$ cat src/sll_pkg.sv
package sll_pkg;

	localparam int CAPACITY = 16;
	localparam int SLOT_W   = $clog2(CAPACITY);
	localparam int LINK_W   = $clog2(CAPACITY + 1);
	localparam int OP_W     = 3;
	localparam int ID_W     = 14;
	localparam int KEY_W    = 16;
	localparam int STATUS_W = 3;

	localparam logic [LINK_W-1:0] NIL = LINK_W'(CAPACITY);

	localparam logic [OP_W-1:0] OP_INSERT = 3'd0;
	localparam logic [OP_W-1:0] OP_REMOVE = 3'd1;
	localparam logic [OP_W-1:0] OP_FIND   = 3'd2;
	localparam logic [OP_W-1:0] OP_PRED   = 3'd3;
	localparam logic [OP_W-1:0] OP_SUCC   = 3'd4;

	localparam logic [STATUS_W-1:0] ST_OK          = 3'd0;
	localparam logic [STATUS_W-1:0] ST_FULL        = 3'd1;
	localparam logic [STATUS_W-1:0] ST_EMPTY       = 3'd2;
	localparam logic [STATUS_W-1:0] ST_NOT_FOUND   = 3'd3;
	localparam logic [STATUS_W-1:0] ST_NO_NEIGHBOR = 3'd4;

	typedef struct packed {
		logic              link_we;
		logic [SLOT_W-1:0] link_addr;
		logic [LINK_W-1:0] link_data;
		logic              ent_we;
		logic [SLOT_W-1:0] ent_addr;
		logic [ID_W-1:0]   ent_id;
		logic [KEY_W-1:0]  ent_key;
	} sll_wr_t;

	typedef struct packed {
		logic [LINK_W-1:0] link;
		logic [ID_W-1:0]   id;
		logic [KEY_W-1:0]  key;
	} sll_rd_t;

	typedef struct packed {
		logic [STATUS_W-1:0] status;
		logic [SLOT_W-1:0]   slot;
		logic [ID_W-1:0]     id;
		logic [KEY_W-1:0]    key;
		logic [LINK_W-1:0]   total;
	} sll_res_t;

	function automatic logic is_slot(input logic [LINK_W-1:0] s);
		return s < NIL;
	endfunction

endpackage

$ cat src/sll_store.sv
module sll_store (
	input  logic            clk,
	input  logic            arst_n,
	input  sll_pkg::sll_wr_t wr,
	input  logic [sll_pkg::SLOT_W-1:0] rd_addr,
	output sll_pkg::sll_rd_t rd
);
	import sll_pkg::*;

	logic [LINK_W-1:0] link_q [CAPACITY];
	logic [ID_W-1:0]   ids_q  [CAPACITY];
	logic [KEY_W-1:0]  keys_q [CAPACITY];

	// free chain at reset: every slot points to the next one, last to null
	always_ff @(posedge clk or negedge arst_n) begin
		if (!arst_n) begin
			for (int i = 0; i < CAPACITY; i++) begin
				link_q[i] <= LINK_W'(i + 1);
			end
		end else if (wr.link_we) begin
			link_q[wr.link_addr] <= wr.link_data;
		end
	end

	always_ff @(posedge clk) begin
		if (wr.ent_we) begin
			ids_q[wr.ent_addr]  <= wr.ent_id;
			keys_q[wr.ent_addr] <= wr.ent_key;
		end
	end

	assign rd.link = link_q[rd_addr];
	assign rd.id   = ids_q[rd_addr];
	assign rd.key  = keys_q[rd_addr];

endmodule

$ cat src/sll_seq.sv
module sll_seq (
	input  logic                        clk,
	input  logic                        arst_n,
	input  logic                        in_valid,
	output logic                        in_ready,
	input  logic [sll_pkg::OP_W-1:0]    in_op,
	input  logic [sll_pkg::ID_W-1:0]    in_id,
	input  logic [sll_pkg::KEY_W-1:0]   in_key,
	output logic                        res_valid,
	input  logic                        res_ready,
	output sll_pkg::sll_res_t           res,
	output sll_pkg::sll_wr_t            wr,
	output logic [sll_pkg::SLOT_W-1:0]  rd_addr,
	input  sll_pkg::sll_rd_t            rd
);
	import sll_pkg::*;

	localparam logic [2:0] S_IDLE     = 3'd0;
	localparam logic [2:0] S_WALK     = 3'd1;
	localparam logic [2:0] S_INS_LINK = 3'd2;
	localparam logic [2:0] S_REM_FREE = 3'd3;
	localparam logic [2:0] S_REPORT   = 3'd4;
	localparam logic [2:0] S_DONE     = 3'd5;

	logic [2:0]          state_q;
	logic [OP_W-1:0]     op_q;
	logic [ID_W-1:0]     id_q;
	logic [KEY_W-1:0]    key_q;
	logic [LINK_W-1:0]   cur_q;
	logic [LINK_W-1:0]   prev_q;
	logic [LINK_W-1:0]   p_q;
	logic [LINK_W-1:0]   steps_q;
	logic [LINK_W-1:0]   head_q;
	logic [LINK_W-1:0]   tail_q;
	logic [LINK_W-1:0]   free_q;
	logic [LINK_W-1:0]   count_q;
	logic [STATUS_W-1:0] status_q;
	logic [SLOT_W-1:0]   rslot_q;
	logic [ID_W-1:0]     rid_q;
	logic [KEY_W-1:0]    rkey_q;

	logic              accept;
	logic              cont;
	logic              walk_more;
	logic              id_hit;
	logic [LINK_W-1:0] cur_eff;
	logic [LINK_W-1:0] after;

	assign in_ready  = (state_q == S_IDLE);
	assign accept    = in_valid && in_ready;
	assign res_valid = (state_q == S_DONE);

	// shared compare: key ordering on insert, id match on every other op
	assign id_hit    = (rd.id == id_q);
	assign cont      = (op_q == OP_INSERT) ? (key_q < rd.key) : !id_hit;
	assign walk_more = is_slot(cur_q) && (steps_q < NIL) && cont;
	assign cur_eff   = is_slot(cur_q) ? cur_q : NIL;
	assign after     = is_slot(rd.link) ? rd.link : NIL;

	always_comb begin
		unique case (state_q) inside
			S_IDLE:   rd_addr = free_q[SLOT_W-1:0];
			S_REPORT,
			S_REM_FREE,
			S_INS_LINK: rd_addr = p_q[SLOT_W-1:0];
			default:  rd_addr = cur_q[SLOT_W-1:0];
		endcase
	end

	always_comb begin
		wr = '0;
		wr.ent_addr = free_q[SLOT_W-1:0];
		wr.ent_id   = in_id;
		wr.ent_key  = in_key;
		wr.ent_we   = accept && (in_op == OP_INSERT) && is_slot(free_q);
		unique case (state_q)
			S_WALK: begin
				if (!walk_more) begin
					if (op_q == OP_INSERT) begin
						wr.link_we   = 1'b1;
						wr.link_addr = p_q[SLOT_W-1:0];
						wr.link_data = cur_eff;
					end else if (op_q == OP_REMOVE && is_slot(cur_q) && id_hit
						&& is_slot(prev_q)) begin
						wr.link_we   = 1'b1;
						wr.link_addr = prev_q[SLOT_W-1:0];
						wr.link_data = after;
					end
				end
			end
			S_INS_LINK: begin
				wr.link_we   = 1'b1;
				wr.link_addr = prev_q[SLOT_W-1:0];
				wr.link_data = p_q;
			end
			S_REM_FREE: begin
				wr.link_we   = 1'b1;
				wr.link_addr = p_q[SLOT_W-1:0];
				wr.link_data = free_q;
			end
			default: ;
		endcase
	end

	always_ff @(posedge clk or negedge arst_n) begin
		if (!arst_n) begin
			state_q <= S_IDLE;
			head_q  <= NIL;
			tail_q  <= NIL;
			free_q  <= '0;
			count_q <= '0;
		end else begin
			unique case (state_q)
				S_IDLE: begin
					if (accept) begin
						if (in_op == OP_INSERT) begin
							if (is_slot(free_q)) begin
								free_q  <= rd.link;
								state_q <= S_WALK;
							end else begin
								state_q <= S_DONE;
							end
						end else begin
							state_q <= is_slot(head_q) ? S_WALK : S_DONE;
						end
					end
				end
				S_WALK: begin
					if (!walk_more) begin
						if (op_q == OP_INSERT) begin
							if (!is_slot(cur_q)) tail_q <= p_q;
							count_q <= count_q + 1'b1;
							if (is_slot(prev_q)) begin
								state_q <= S_INS_LINK;
							end else begin
								head_q  <= p_q;
								state_q <= S_DONE;
							end
						end else if (is_slot(cur_q) && id_hit) begin
							unique case (op_q)
								OP_REMOVE: begin
									if (!is_slot(prev_q)) head_q <= after;
									if (cur_q == tail_q || !is_slot(after)) tail_q <= prev_q;
									if (count_q != '0) count_q <= count_q - 1'b1;
									state_q <= S_REM_FREE;
								end
								OP_PRED: state_q <= is_slot(prev_q) ? S_REPORT : S_DONE;
								OP_SUCC: state_q <= is_slot(rd.link) ? S_REPORT : S_DONE;
								default: state_q <= S_DONE;
							endcase
						end else begin
							state_q <= S_DONE;
						end
					end
				end
				S_INS_LINK: state_q <= S_DONE;
				S_REM_FREE: begin
					free_q  <= p_q;
					state_q <= S_DONE;
				end
				S_REPORT: state_q <= S_DONE;
				S_DONE: if (res_ready) state_q <= S_IDLE;
				default: state_q <= S_IDLE;
			endcase
		end
	end

	// walk pointers and result fields
	always_ff @(posedge clk) begin
		unique case (state_q)
			S_IDLE: begin
				if (accept) begin
					op_q    <= in_op;
					id_q    <= in_id;
					key_q   <= in_key;
					cur_q   <= head_q;
					prev_q  <= NIL;
					steps_q <= '0;
					p_q     <= free_q;
					rslot_q <= '0;
					rid_q   <= '0;
					rkey_q  <= '0;
					if (in_op == OP_INSERT) status_q <= is_slot(free_q) ? ST_OK : ST_FULL;
					else status_q <= is_slot(head_q) ? ST_OK : ST_EMPTY;
				end
			end
			S_WALK: begin
				if (walk_more) begin
					prev_q  <= cur_q;
					cur_q   <= rd.link;
					steps_q <= steps_q + 1'b1;
				end else if (op_q == OP_INSERT) begin
					rslot_q <= p_q[SLOT_W-1:0];
					rid_q   <= id_q;
					rkey_q  <= key_q;
				end else if (!(is_slot(cur_q) && id_hit)) begin
					status_q <= ST_NOT_FOUND;
				end else begin
					unique case (op_q)
						OP_PRED: begin
							if (is_slot(prev_q)) p_q <= prev_q;
							else status_q <= ST_NO_NEIGHBOR;
						end
						OP_SUCC: begin
							if (is_slot(rd.link)) p_q <= rd.link;
							else status_q <= ST_NO_NEIGHBOR;
						end
						default: begin
							p_q     <= cur_q;
							rslot_q <= cur_q[SLOT_W-1:0];
							rid_q   <= rd.id;
							rkey_q  <= rd.key;
						end
					endcase
				end
			end
			S_REPORT: begin
				rslot_q <= p_q[SLOT_W-1:0];
				rid_q   <= rd.id;
				rkey_q  <= rd.key;
			end
			default: ;
		endcase
	end

	assign res.status = status_q;
	assign res.slot   = rslot_q;
	assign res.id     = rid_q;
	assign res.key    = rkey_q;
	assign res.total  = count_q;

endmodule

$ cat src/sorted_static_linked_list.sv
// Channel   Dir  tdata (low bit first)                              tuser
// s_axis    in   sector_id[13:0], key[29:14], zero pad to 32        op[2:0]
// m_axis    out  slot[3:0], found_id[17:4], found_key[33:18],       status[2:0]
//                entry_total[38:34], zero pad to 40
//
// One operation walks the list one slot per cycle through a single read port of the
// slot store.
// Reset leaves the list empty with all slots on the free chain; no clearing pass.
// Input is taken only between operations; a finished result waits in the output
// register, and the next operation may start while it is held.
module sorted_static_linked_list (
	input  logic        clk,
	input  logic        arst_n,
	input  logic        s_axis_tvalid,
	output logic        s_axis_tready,
	input  logic [31:0] s_axis_tdata,  // sector_id, key
	input  logic [2:0]  s_axis_tuser,  // op
	output logic        m_axis_tvalid,
	input  logic        m_axis_tready,
	output logic [39:0] m_axis_tdata,  // slot, found_id, found_key, entry_total
	output logic [2:0]  m_axis_tuser   // status
);
	import sll_pkg::*;

	sll_wr_t           wr;
	sll_rd_t           rd;
	sll_res_t          res;
	logic [SLOT_W-1:0] rd_addr;
	logic              res_valid;
	logic              res_ready;
	logic              out_valid_q;
	sll_res_t          out_q;

	sll_store u_store (
		.clk     (clk),
		.arst_n  (arst_n),
		.wr      (wr),
		.rd_addr (rd_addr),
		.rd      (rd)
	);

	sll_seq u_seq (
		.clk       (clk),
		.arst_n    (arst_n),
		.in_valid  (s_axis_tvalid),
		.in_ready  (s_axis_tready),
		.in_op     (s_axis_tuser),
		.in_id     (s_axis_tdata[ID_W-1:0]),
		.in_key    (s_axis_tdata[ID_W+KEY_W-1:ID_W]),
		.res_valid (res_valid),
		.res_ready (res_ready),
		.res       (res),
		.wr        (wr),
		.rd_addr   (rd_addr),
		.rd        (rd)
	);

	assign res_ready = !out_valid_q || m_axis_tready;

	always_ff @(posedge clk or negedge arst_n) begin
		if (!arst_n) begin
			out_valid_q <= 1'b0;
		end else if (res_ready) begin
			out_valid_q <= res_valid;
		end
	end

	always_ff @(posedge clk) begin
		if (res_ready && res_valid) begin
			out_q <= res;
		end
	end

	assign m_axis_tvalid = out_valid_q;
	assign m_axis_tuser  = out_q.status;
	assign m_axis_tdata  = {1'b0, out_q.total, out_q.key, out_q.id, out_q.slot};

endmodule
$ cat config.mk
export PLATFORM = sky130hd
export DESIGN_NAME = sorted_static_linked_list
export DESIGN_NICKNAME = d
export VERILOG_FILES = /design/src/sll_pkg.sv /design/src/sll_store.sv /design/src/sll_seq.sv /design/src/sorted_static_linked_list.sv
export SDC_FILE = /design/constraint.sdc
export NUM_CORES = 1
export LEC_CHECK = 0
export BUFFER_PORTS_ARGS = -buffer_cell sky130_fd_sc_hd__buf_2
export CAP_MARGIN = 40
export CORE_MARGIN = 2
export CORE_UTILIZATION = 35
export CTS_CLUSTER_DIAMETER = 80
export DETAILED_ROUTE_END_ITERATION = 7
export GPL_TIMING_DRIVEN = 0
export HOLD_SLACK_MARGIN = 0.06
export PLACE_DENSITY_LB_ADDON = 0.08
export SETUP_SLACK_MARGIN = 0.4
export SYNTH_ARGS = -nofsm -noshare
export SYNTH_HDL_FRONTEND = slang
export SYNTH_SLANG_ARGS = --single-unit
export TNS_END_PERCENT = 5
$ cat constraint.sdc
create_clock -name clk -period 8.2 [get_ports clk]
set_input_delay 2.46 -clock clk [delete_from_list [all_inputs] [get_ports clk]]
set_output_delay 2.46 -clock clk [all_outputs]
set_load 0.01 [all_outputs]
[After elaboration in Yosys (flattened, before gate mapping)]
Memories as Yosys holds them, arrays and structs flattened.
Cells that the tools add are included.
Word-level totals
  register bits after elaboration: 231
  bits in writable memories: 480
  bits of input ports: 39
  logic and storage cells: 204
  memories kept: 2
Memories
  u_store.keys_q: depth 16, bits a word 16, rd ports 1, clocked after memory_dff 0, wr ports 1, line sll_store.sv:12  | logic [KEY_W-1:0] keys_q [CAPACITY];
  u_store.ids_q: depth 16, bits a word 14, rd ports 1, clocked after memory_dff 0, wr ports 1, line sll_store.sv:11  | logic [ID_W-1:0] ids_q [CAPACITY];
Cells by class
  $add $sub $neg: 3
  order comparisons: 10
  eq/ne operators: 26
  muxes and demuxes: 88
  bitwise gates (word level): 3
  reduce and logical (&&, ||, !) cells: 35
Operators with widths (count)
  5-bit 2-to-1 mux: 29
  80-bit bitwise mux: 1
  16-bit 2-to-1 mux: 5
  14-bit 2-to-1 mux: 5
  5-bit one-hot mux with 2 select lines: 6
  3-bit 2-to-1 mux: 16
  16-bit one-hot mux with 3 select lines: 1
  14-bit one-hot mux with 3 select lines: 1
  5-bit less-than comparator, second input constant: 6
  10-bit 2-to-1 mux: 3
  10-bit one-hot mux with 3 select lines: 1
  5-bit binary-select mux with 4-bit select: 1
  5-bit demux with 4-bit select: 1
  4-bit 2-to-1 mux: 5
  16-bit less-than comparator: 1
  14-bit equality test: 1
  7-bit AND reduction: 2
  2-bit != test, second input constant: 6
  4-bit != test, second input constant: 3
  3-bit one-hot mux with 2 select lines: 2
  3-bit one-hot mux with 4 select lines: 1
  4-bit one-hot mux with 3 select lines: 1
  1-bit logical AND: 11
  5-bit by 1-bit adder with 5-bit output, second input constant: 2
  29 further kinds: 54

[Longest topological paths before layout]
Gate-level depths: netlist (run 1).
  word-level depth: 19
  mapped depth: 34
  gate-level depth less buffers: 23

[By module]
From an unflattened synthesis (run 1), not the netlist that was laid out.
Second synthesis, totals
  cells, all modules: 1625
  area total of the unflattened synthesis: 29513.3 um2
Modules (own cells, without submodules)
  sll_store: instances 1, cells an instance 992, area each 22051.1 um2, sequential area each 16457.0 um2
  sll_seq: instances 1, cells an instance 585, area each 6135.9 um2, sequential area each 3154.3 um2
  sorted_static_linked_list: instances 1, cells an instance 48, area each 1326.3 um2, sequential area each 1286.2 um2

[Worst setup path before layout (run 1)]
Ideal clock, no wire load.
  kind: register to register
  from: register u_seq.state_q[1]
  to: register u_seq.rid_q[0], enable pin
  data arrival time: 7.348 ns
  required time: 7.732 ns
  path slack: 0.385 ns
  cell stages (with the launch flop): 25
  path buffers: 8
  period minus slack after synthesis: 7.815 ns
  cells stage by stage: dfrtp_1 > buf_2 > or3_1 > a21oi_1 > or2_1 > buf_4 > clkbuf_1 > buf_2 > clkbuf_1 > clkbuf_1 > clkbuf_1 > buf_1 > nand2_1 > nand3_1 > nand3_1 > o21ai_0 > a21oi_1 > ha_1 > nand3_1 > nor2_1 > nand2_1 > o41a_1 > o21ai_0 > o22ai_1 > nor3_1
Between the ends
  longest elaborated chain between the ends: 10
  elaborated cells on any way between the ends: 22
Ends and longest elaborated chain
  start, declared: line sll_seq.sv:25  | logic [2:0] state_q;
  start signal, assigned: line sll_seq.sv:124  | state_q <= is_slot(head_q) ? S_WALK : S_DONE;
  start signal, assigned: line sll_seq.sv:147  | OP_PRED: state_q <= is_slot(prev_q) ? S_REPORT : S_DONE;
  start signal, assigned: line sll_seq.sv:148  | OP_SUCC: state_q <= is_slot(rd.link) ? S_REPORT : S_DONE;
  branches (longest 9 deep; another with memory read 16 x 16 bit)
  5-bit AND reduction (no source line) *
  end signal, assigned: line sll_seq.sv:194  | rid_q <= id_q;
  end signal, assigned: line sll_seq.sv:211  | rid_q <= rd.id;
  end signal, assigned: line sll_seq.sv:219  | rid_q <= rd.id;
  end, declared: line sll_seq.sv:39  | logic [ID_W-1:0] rid_q;
Every way passes the cells marked *.
A chain may end at the register's enable or synchronous reset.

[Worst setup path in the final report (run 1)]
  from: register u_seq.state_q[0]
  to: register u_store.link_q[54] in the netlist's numbering
Between the ends
  longest elaborated chain between the ends: 17
  elaborated cells on any way between the ends: 33
Ends and longest elaborated chain
  branches (longest 10 deep; another with memory read 16 x 16 bit)
  10-bit one-hot mux with 3 select lines *: line sll_seq.sv:76  | unique case (state_q)
  4-bit inverter with 5-bit output (not written as such): line sll_store.sv:21  | link_q[wr.link_addr] <= wr.link_data;
  5-bit >= comparator (not written as such) / 5-bit by 1-bit less-than comparator with 1-bit output (equally long branches): line sll_store.sv:21
  1-bit logical AND (not written as such): line sll_store.sv:21
  5-bit 2-to-1 mux (not written as such): line sll_store.sv:21
  5-bit demux with 4-bit select: line sll_store.sv:21
  80-bit bitwise mux: line sll_store.sv:21
  end signal, assigned by index: line sll_store.sv:18  | link_q[i] <= LINK_W'(i + 1);
  end signal, assigned by index: line sll_store.sv:21
  end, declared: line sll_store.sv:10  | logic [LINK_W-1:0] link_q [CAPACITY];
Every way passes the cells marked *. The select of a mux whose other input is x is not followed.

==> impl_metrics.env, run 1 <==
export IMPL_clock_sinks=711
export IMPL_num_rows=108
export IMPL_hold_viol_final=0
export IMPL_yosys_warnings=0
export IMPL_clk_latency_ps=630
export IMPL_ys_types=96
export IMPL_gr_usage_all_layers=0.2188
export IMPL_cts_inserted_buffers=81
export IMPL_outcome="complete, no violations"
export IMPL_final_common_cell="edfxtp_1"
export IMPL_power_density_nw_per_um2=406.4
export IMPL_core_area_um2=86620
export IMPL_power_frac_seq=0.314
export IMPL_n_fill_cell=8034
export IMPL_hpwl_mm=68.91
export IMPL_syn2layout_area_growth_pct=18.60
export IMPL_holdBufCountCts=0
export IMPL_grt_pass1_wl_mm=143.0
export IMPL_tns_ps=0
export IMPL_instances_no_fill=3839
export IMPL_hold_class="flip-flop to flip-flop"
export IMPL_final_nets=2676
export IMPL_synth_seq_cells=711
export IMPL_die_height_um=299.4
export IMPL_fin_crit_sh=0.9187
export IMPL_first_pass_iters=5
export IMPL_synthArstFlopShare=0.1392
export IMPL_layout_min_cycle_time_ps=7533
export IMPL_via_per_inst=5.394
export IMPL_grt_pass1_vias=20503
export IMPL_rsz0062_at_grt="no"
export IMPL_numPlacedInstances=3681
export IMPL_cts_buffer_depth=3
export IMPL_p_comb_frac=0.447
export IMPL_drc_errors=0
export IMPL_arrival_ps=8030
export IMPL_ys_seq_area_frac=0.6841
export IMPL_synth_nets=2448
export IMPL_ctsRootBufferMaster="clkbuf_16"
export IMPL_critPathMaxFanout=13
export IMPL_critPathCaptureType="flip-flop"
export IMPL_fmax_mhz=132.7
export IMPL_die_w_um=299.4
export IMPL_crit_type="flip-flop to flip-flop"
export IMPL_swShare=0.4226
export IMPL_cts_tree="yes"
export IMPL_port_buffer_count=80
export IMPL_final_util=0.4183
export IMPL_synth_cells=2389
export IMPL_pwr_share_clk=0.239
export IMPL_internal_power_mw=8.502
export IMPL_worstMarginPinSlew_ps=922.0
export IMPL_layout_common_cells="612 x edfxtp_1, 475 x nand2_1, 172 x nand3_1"
export IMPL_skew_ps=25.54
export IMPL_synth_edff_count=612
export IMPL_syn_area_um2=30550
export IMPL_critPathLaunchType="flip-flop"
export IMPL_required_ps=8700
export IMPL_die_area_um2=89660
export IMPL_finalMaxSlewViolations=0
export IMPL_postRouteAntennaNets=0
export IMPL_initial_core_util=0.3527
export IMPL_routed_wl_mm=98.75
export IMPL_slew_headroom=0.3853
export IMPL_drive_above_1_share=0.1958
export IMPL_gp_congestion=0.9215
export IMPL_grt_ovfl_total=0
export IMPL_synth_avg_cell_area_um2=12.79
export IMPL_yosys_most_used_dff="edfxtp_1"
export IMPL_ir_drop_mv=0.1704
export IMPL_p_total_mw=14.72
export IMPL_drt_first_iter_violations=1796
export IMPL_htree_levels=3
export IMPL_antenna_found_initial=2
export IMPL_setup_viol=0
export IMPL_ios=84
export IMPL_vias=20707
export IMPL_maxCapViolCount=0
export IMPL_cts_clk_slew_worst_paths_ps=60
export IMPL_switchingPower_mw=6.223
export IMPL_wl_per_cell_um=25.72
export IMPL_grt_max_degree=67
export IMPL_leakage_nw=12.93
-- final cells by class --
cell class | count | area, um^2 | area share
clock inverters | 49 | 421.7 | 0.01164
well taps | 1155 | 1445 | 0.03989
multi-input cells | 1524 | 9306 | 0.2569
flip-flops and latches | 711 | 20900 | 0.5768
clock buffers | 98 | 2133 | 0.05888
plain buffers | 142 | 745.7 | 0.02058
inverters | 11 | 41.29 | 0.001140
repair buffers | 146 | 1232 | 0.03402
diodes | 3 | 7.507 | 0.0002072
-- worst max-delay path, cell delays in order, from the launching register on --
cell and delay, ps:
dfrtp_1 440, buf_2 280, or3_1 150, a21oi_1 80, a211oi_2 460, buf_4 370, clkbuf_1 470, buf_1 500
clkbuf_1 430, and3_1 310, a31oi_1 60, nor2_1 290, a21oi_1 120, ha_1 240, a2111o_1 560, a41oi_2 290
buf_4 220, o41a_1 240, o21ai_0 90, and2_1 250, a31oi_4 330, or2_1 160, buf_4 260, o22ai_2 230
buf_2 270, mux2_2 280
-- through the flow --
stage / hold slack, ps / setup slack, ps / instance area (um^2)
final: 413.7 / 667.0 / 36230
after global routing: 426.5 / 406.2 / 36220
after CTS: 418.3 / 413.7 / 35980
after detailed placement: 405.4 / -1395 / 33290
after global placement: 402.5 / -3466 / 32400
after floorplan: 400.3 / 1412 / 30550
-- what timing repair did --
item / CTS / global route
setup endpoints to repair: 150 / 135
gates resized for setup: 57 / 63
setup buffers: 1 / 7
pin swaps: 2 / 4
hold endpoints to repair: 0 / 0
-- sequential cells by signal, summed over array words and instances, names as in the netlist --
signal	cells
m_axis_tdata	39
m_axis_tuser	3
m_axis_tvalid	1
u_seq.count_q	5
u_seq.cur_q	5
u_seq.free_q	5
u_seq.head_q	5
u_seq.id_q	14
u_seq.key_q	16
u_seq.op_q	3
u_seq.p_q	5
u_seq.prev_q	5
u_seq.rid_q	14
u_seq.rkey_q	16
u_seq.rslot_q	4
u_seq.state_q	3
u_seq.status_q	3
u_seq.steps_q	5
u_store.ids_q	224
u_store.keys_q	256
u_store.link_q	80
-- cells by family (layout without fill, tap and decap cells) --
family / after synthesis / in the layout / share of synthesized area
simple gates: 928 / 928 / 0.1365
flops: 711 / 711 / 0.6841
compound gates: 402 / 402 / 0.08814
mux: 159 / 159 / 0.05697
buf+inv: 154 / 446 / 0.02175
fa+ha+maj: 20 / 20 / 0.008438
xor+xnor: 14 / 14 / 0.004014
other cells: 1 / 4 / 0.0001228
-- cell usage after synthesis (all sizes together), types with 10 or more instances --
cell type | number | area share
a21oi | 116 | 0.019
nand3 | 173 | 0.028
clkbuf | 79 | 0.0097
nor2b | 11 | 0.0023
a31oi | 21 | 0.0050
buf | 64 | 0.011
a32o | 10 | 0.0033
o22ai | 18 | 0.0047
a211oi | 20 | 0.0052
inv | 10 | 0.0012
edfxtp | 612 | 0.60
or3 | 10 | 0.0020
ha | 19 | 0.0078
and2 | 13 | 0.0027
dfrtp | 65 | 0.053
nand2 | 476 | 0.059
nand4 | 11 | 0.0023
nor2 | 117 | 0.015
mux2i | 55 | 0.018
a2111oi | 17 | 0.0051
and3 | 47 | 0.0096
o21a | 11 | 0.0027
o21ai | 93 | 0.015
mux2 | 104 | 0.039
dfstp | 34 | 0.029
nor3 | 28 | 0.0049
-- final timing paths --
check / cells past startpoint / end / from / slack, ps
min reg2reg: 0 / m_axis_tdata[2]$_DFFE_PP_ / u_seq.rslot_q[2]$_SDFFCE_PN0P_ / 410
max: 25 / u_store.link_q[54]$_DFFE_PN0P_ / u_seq.state_q[0]$_DFFE_PN0P_ / 670
max in group asynchronous: 2 / u_store.link_q[15]$_DFFE_PN1P_ / arst_n / 5630
min in group asynchronous: 1 / u_store.link_q[27]$_DFFE_PN0P_ / arst_n / 1810
max reg2reg: 25 / u_store.link_q[54]$_DFFE_PN0P_ / u_seq.state_q[0]$_DFFE_PN0P_ / 670
min: 0 / m_axis_tdata[2]$_DFFE_PP_ / u_seq.rslot_q[2]$_SDFFCE_PN0P_ / 410
-- routing by layer --
metal,up-vias,GRT usage,part of all wire
met3,137,0.03378,0.061
met5,-,0,0
met1,10430,0.3166,0.46
met2,741,0.3406,0.45
li1,9399,-,-
met4,0,0.06440,0.027
-- power groups by stage --
stage | Combinational, mW | Sequential [mW] | Clock, mW
after floorplan | 3.63 | 4.65 | 0
after global placement | 6.12 | 4.70 | 0
after detailed placement | 6.33 | 4.69 | 0
after CTS | 6.42 | 4.61 | 3.61
after global routing | 7.09 | 4.65 | 3.75
final | 6.59 | 4.62 | 3.52
Note: power is estimated with default switching activity, not from simulation.
==> inputs of run 2 (changes only) <==
--- a/config.mk
+++ b/config.mk
@@ -17,5 +17,6 @@
 export SETUP_SLACK_MARGIN = 0.4
 export SYNTH_ARGS = -nofsm -noshare
 export SYNTH_HDL_FRONTEND = slang
+export SYNTH_HIERARCHICAL = 1
 export SYNTH_SLANG_ARGS = --single-unit
 export TNS_END_PERCENT = 5
==> run 2 against run 1 <==
Effect of this change:
- clock power fell by 2%
- setup slack better by 330 ps
- critical path type unchanged
- clock skew rose by 3.4 ps
==> impl_metrics.env, run 2 <==
export IMPL_slew_headroom=0.3862
export IMPL_power_density_nw_per_um2=330.0
export IMPL_switchingPower_mw=3.758
export IMPL_finalMaxSlewViolations=0
export IMPL_critPathMaxFanout=10
export IMPL_p_total_mw=11.51
export IMPL_hold_ws_ps=410.4
export IMPL_power_frac_seq=0.388
export IMPL_yosys_most_used_dff="edfxtp_1"
export IMPL_synthTopCellsByCount="612 x edfxtp_1, 106 x nand2_1, 83 x mux4_2"
export IMPL_cts_tree="yes"
export IMPL_crit_family="compound AO/OA/AOI/OAI gates"
export IMPL_insertedDiodeCount=0
export IMPL_internal_power_mw=7.755
export IMPL_cp_slowest_cell="a211oi_1"
export IMPL_synth_avg_cell_area_um2=18.16
export IMPL_regMostFlops="u_store/keys_q"
export IMPL_leakage_nw=12.46
export IMPL_synth_cells=1625
export IMPL_setup_viol=0
export IMPL_swShare=0.3264
export IMPL_crit_type="flip-flop to flip-flop"
export IMPL_grt_pass1_vias=16254
export IMPL_crit_buf_inv=6
export IMPL_instances_no_fill=2987
export IMPL_ctsRootBufferMaster="clkbuf_16"
export IMPL_gr_usage_all_layers=0.1864
export IMPL_grt_ovfl_total=0
export IMPL_worstMarginPinSlew_ps=920.6
export IMPL_maxCapViolCount=0
export IMPL_preCtsSetupSlack_ps=209.4
export IMPL_port_buffer_count=80
export IMPL_initial_core_util=0.3532
export IMPL_vias=15807
export IMPL_fin_crit_sh=0.8783
export IMPL_die_area_um2=86660
export IMPL_critPathLaunchType="flip-flop"
export IMPL_pwr_share_clk=0.300
export IMPL_syn2layout_area_growth_pct=18.23
export IMPL_final_util=0.4176
export IMPL_postRouteAntennaNets=0
export IMPL_cp_cell_sequence="clkbuf_1 -> clkbuf_1 -> buf_2 -> nor2_1 -> nor2_1 -> a21oi_1 -> a21oi_1 -> nor2b_1 -> clkbuf_2 -> clkbuf_1 -> a22oi_1 -> nand2_1 -> inv_1 -> ha_1 -> a211oi_1 -> o21ai_0 -> a211oi_1 -> o21ai_2 -> nand3_1 -> o22ai_1 -> nand3b_1 -> nor2_1 -> mux2_2"
export IMPL_rsz0062_at_grt="no"
export IMPL_synth_largest_area_cell="edfxtp_1"
export IMPL_cts_clk_slew_worst_paths_ps=60
export IMPL_drt_first_iter_violations=1366
export IMPL_cts_buffer_depth=3
export IMPL_p_comb_frac=0.312
export IMPL_via_per_inst=5.292
export IMPL_ir_drop_mv=0.1534
export IMPL_synthTopCellsByArea="edfxtp_1 62%, mux4_2 6.3%, dfrtp_1 5.5%, mux4_1 5.1%, dfstp_2 3.0%"
export IMPL_ys_seq_area_frac=0.7081
export IMPL_outcome="complete, no violations"
export IMPL_final_nets=1904
export IMPL_synth_most_common_cell="edfxtp_1"
export IMPL_slowest_delay_ps=700
export IMPL_arrival_ps=7690
export IMPL_fmax_mhz=138.9
export IMPL_critPathCaptureType="flip-flop"
export IMPL_fin_ws_ps=998.3
export IMPL_synth_edff_count=612
export IMPL_yosys_warnings=6
export IMPL_antenna_found_initial=0
export IMPL_drc_errors=0
export IMPL_cts_inserted_buffers=80
export IMPL_core_area_um2=83560
export IMPL_synth_nets=1684
export IMPL_clock_sinks=711
export IMPL_htree_levels=3
export IMPL_synth_seq_cells=711
export IMPL_layout_common_cells="612 x edfxtp_1, 106 x nand2_1, 105 x buf_2"
export IMPL_routed_wl_mm=80.22
export IMPL_synthArstFlopShare=0.1392
export IMPL_wl_per_cell_um=26.86
export IMPL_clk_latency_ps=620
export IMPL_largest_reg_flops=256
export IMPL_hpwl_mm=54.54
export IMPL_drive_above_1_share=0.2790
export IMPL_die_w_um=294.4
export IMPL_num_rows=106
export IMPL_ys_types=65
export IMPL_grt_max_degree=63
export IMPL_syn_area_um2=29510
export IMPL_skew_ps=28.91
export IMPL_n_fill_cell=7464
export IMPL_layout_min_cycle_time_ps=7202
export IMPL_hold_viol_final=0
export IMPL_grt_pass1_wl_mm=115.4
export IMPL_ios=84
export IMPL_final_common_cell="edfxtp_1"
export IMPL_synth_top_cell_area_share=0.6227
export IMPL_reg_top3="u_store/keys_q (256), u_store/ids_q (224), u_store/link_q (80)"
export IMPL_first_pass_iters=7
export IMPL_reg2reg_slack_ps=1000
export IMPL_hold_class="flip-flop to flip-flop"
export IMPL_gp_congestion=0.7952
export IMPL_numPlacedInstances=2840
export IMPL_die_height_um=294.4
export IMPL_required_ps=8690
run 2: power by group through the flow:
stage,clock network (mW),logic (mW),registers (mW)
after global placement,0,3.50,4.55
after global routing,3.71,3.88,4.50
after detailed placement,0,3.65,4.54
after CTS,3.57,3.67,4.47
final,3.45,3.59,4.47
after floorplan,0,2.19,4.55
run 2: area by class of cell:
| cell class | count | area (um^2) | area share |
|---|---|---|---|
| buffer | 126 | 834.6 | 0.02392 |
| clock buffer | 102 | 2147 | 0.06153 |
| clock inverter | 42 | 380.4 | 0.01090 |
| inverter | 27 | 101.3 | 0.002905 |
| multi-input combinational | 761 | 7826 | 0.2243 |
| sequential | 711 | 20900 | 0.5989 |
| tap | 1080 | 1351 | 0.03873 |
| timing repair buffer | 138 | 1354 | 0.03880 |
run 2: stage by stage:
stage / cell area, um^2 / setup TNS (ps)
3_5_place_dp: 32320 / 0
5_1_grt: 34890 / 0
2_1_floorplan: 29510 / 0
6_report: 34890 / 0
4_1_cts: 34850 / 0
3_3_place_gp: 31270 / -286590
run 2: path summary, 6_finish.rpt:
path / depth (start not counted) / end / from
min reg2reg: 0 / m_axis_tdata[15]$_DFFE_PP_ / u_seq/rid_q[11]$_SDFFCE_PN0P_
min in group asynchronous: 1 / u_store/link_q[32]$_DFFE_PN0P_ / arst_n
max reg2reg: 23 / u_store/link_q[41]$_DFFE_PN0P_ / u_seq/state_q[0]$_DFFE_PN0P_
max: 23 / u_store/link_q[41]$_DFFE_PN0P_ / u_seq/state_q[0]$_DFFE_PN0P_
min: 0 / m_axis_tdata[15]$_DFFE_PP_ / u_seq/rid_q[11]$_SDFFCE_PN0P_
max in group asynchronous: 2 / u_seq/head_q[4]$_DFFE_PN1P_ / arst_n
run 2: per-layer routing:
metal / track usage / up-vias / share of wire
li1: - / 6946 / -
met1: 0.2675 / 8333 / 0.46
met2: 0.2983 / 429 / 0.47
met3: 0.02677 / 99 / 0.049
met4: 0.04766 / 0 / 0.021
met5: 0 / - / 0
run 2: worst register-to-register path, delay by kind of cell (launching register included):
kind,cells,cell delay [ps]
compound gates,8,2210
buf+inv,6,2130
simple gates,7,1770
mux,1,420
flops,1,320
fa+ha+maj,1,250
run 2: repair_timing:
item                                    4_1_cts  5_1_grt
endpoints found under the setup margin       75       77
pin swaps                                     0        2
hold buffers                                  0        0
buffers inserted                              0        3
gates resized for setup                       3       10
gates cloned                                  0        0
run 2: logic make-up after synthesis:
| kind of cell | synth area share |
|---|---|
| AO/OA/AOI/OAI | 0.05198 |
| XOR/XNOR | 0.006232 |
| adder cells (fa/ha/maj) | 0.008733 |
| buffers and inverters | 0.03141 |
| flip-flops | 0.7081 |
| multiplexers | 0.1497 |
| other | 0.0001271 |
| AND/OR/NAND/NOR | 0.04371 |
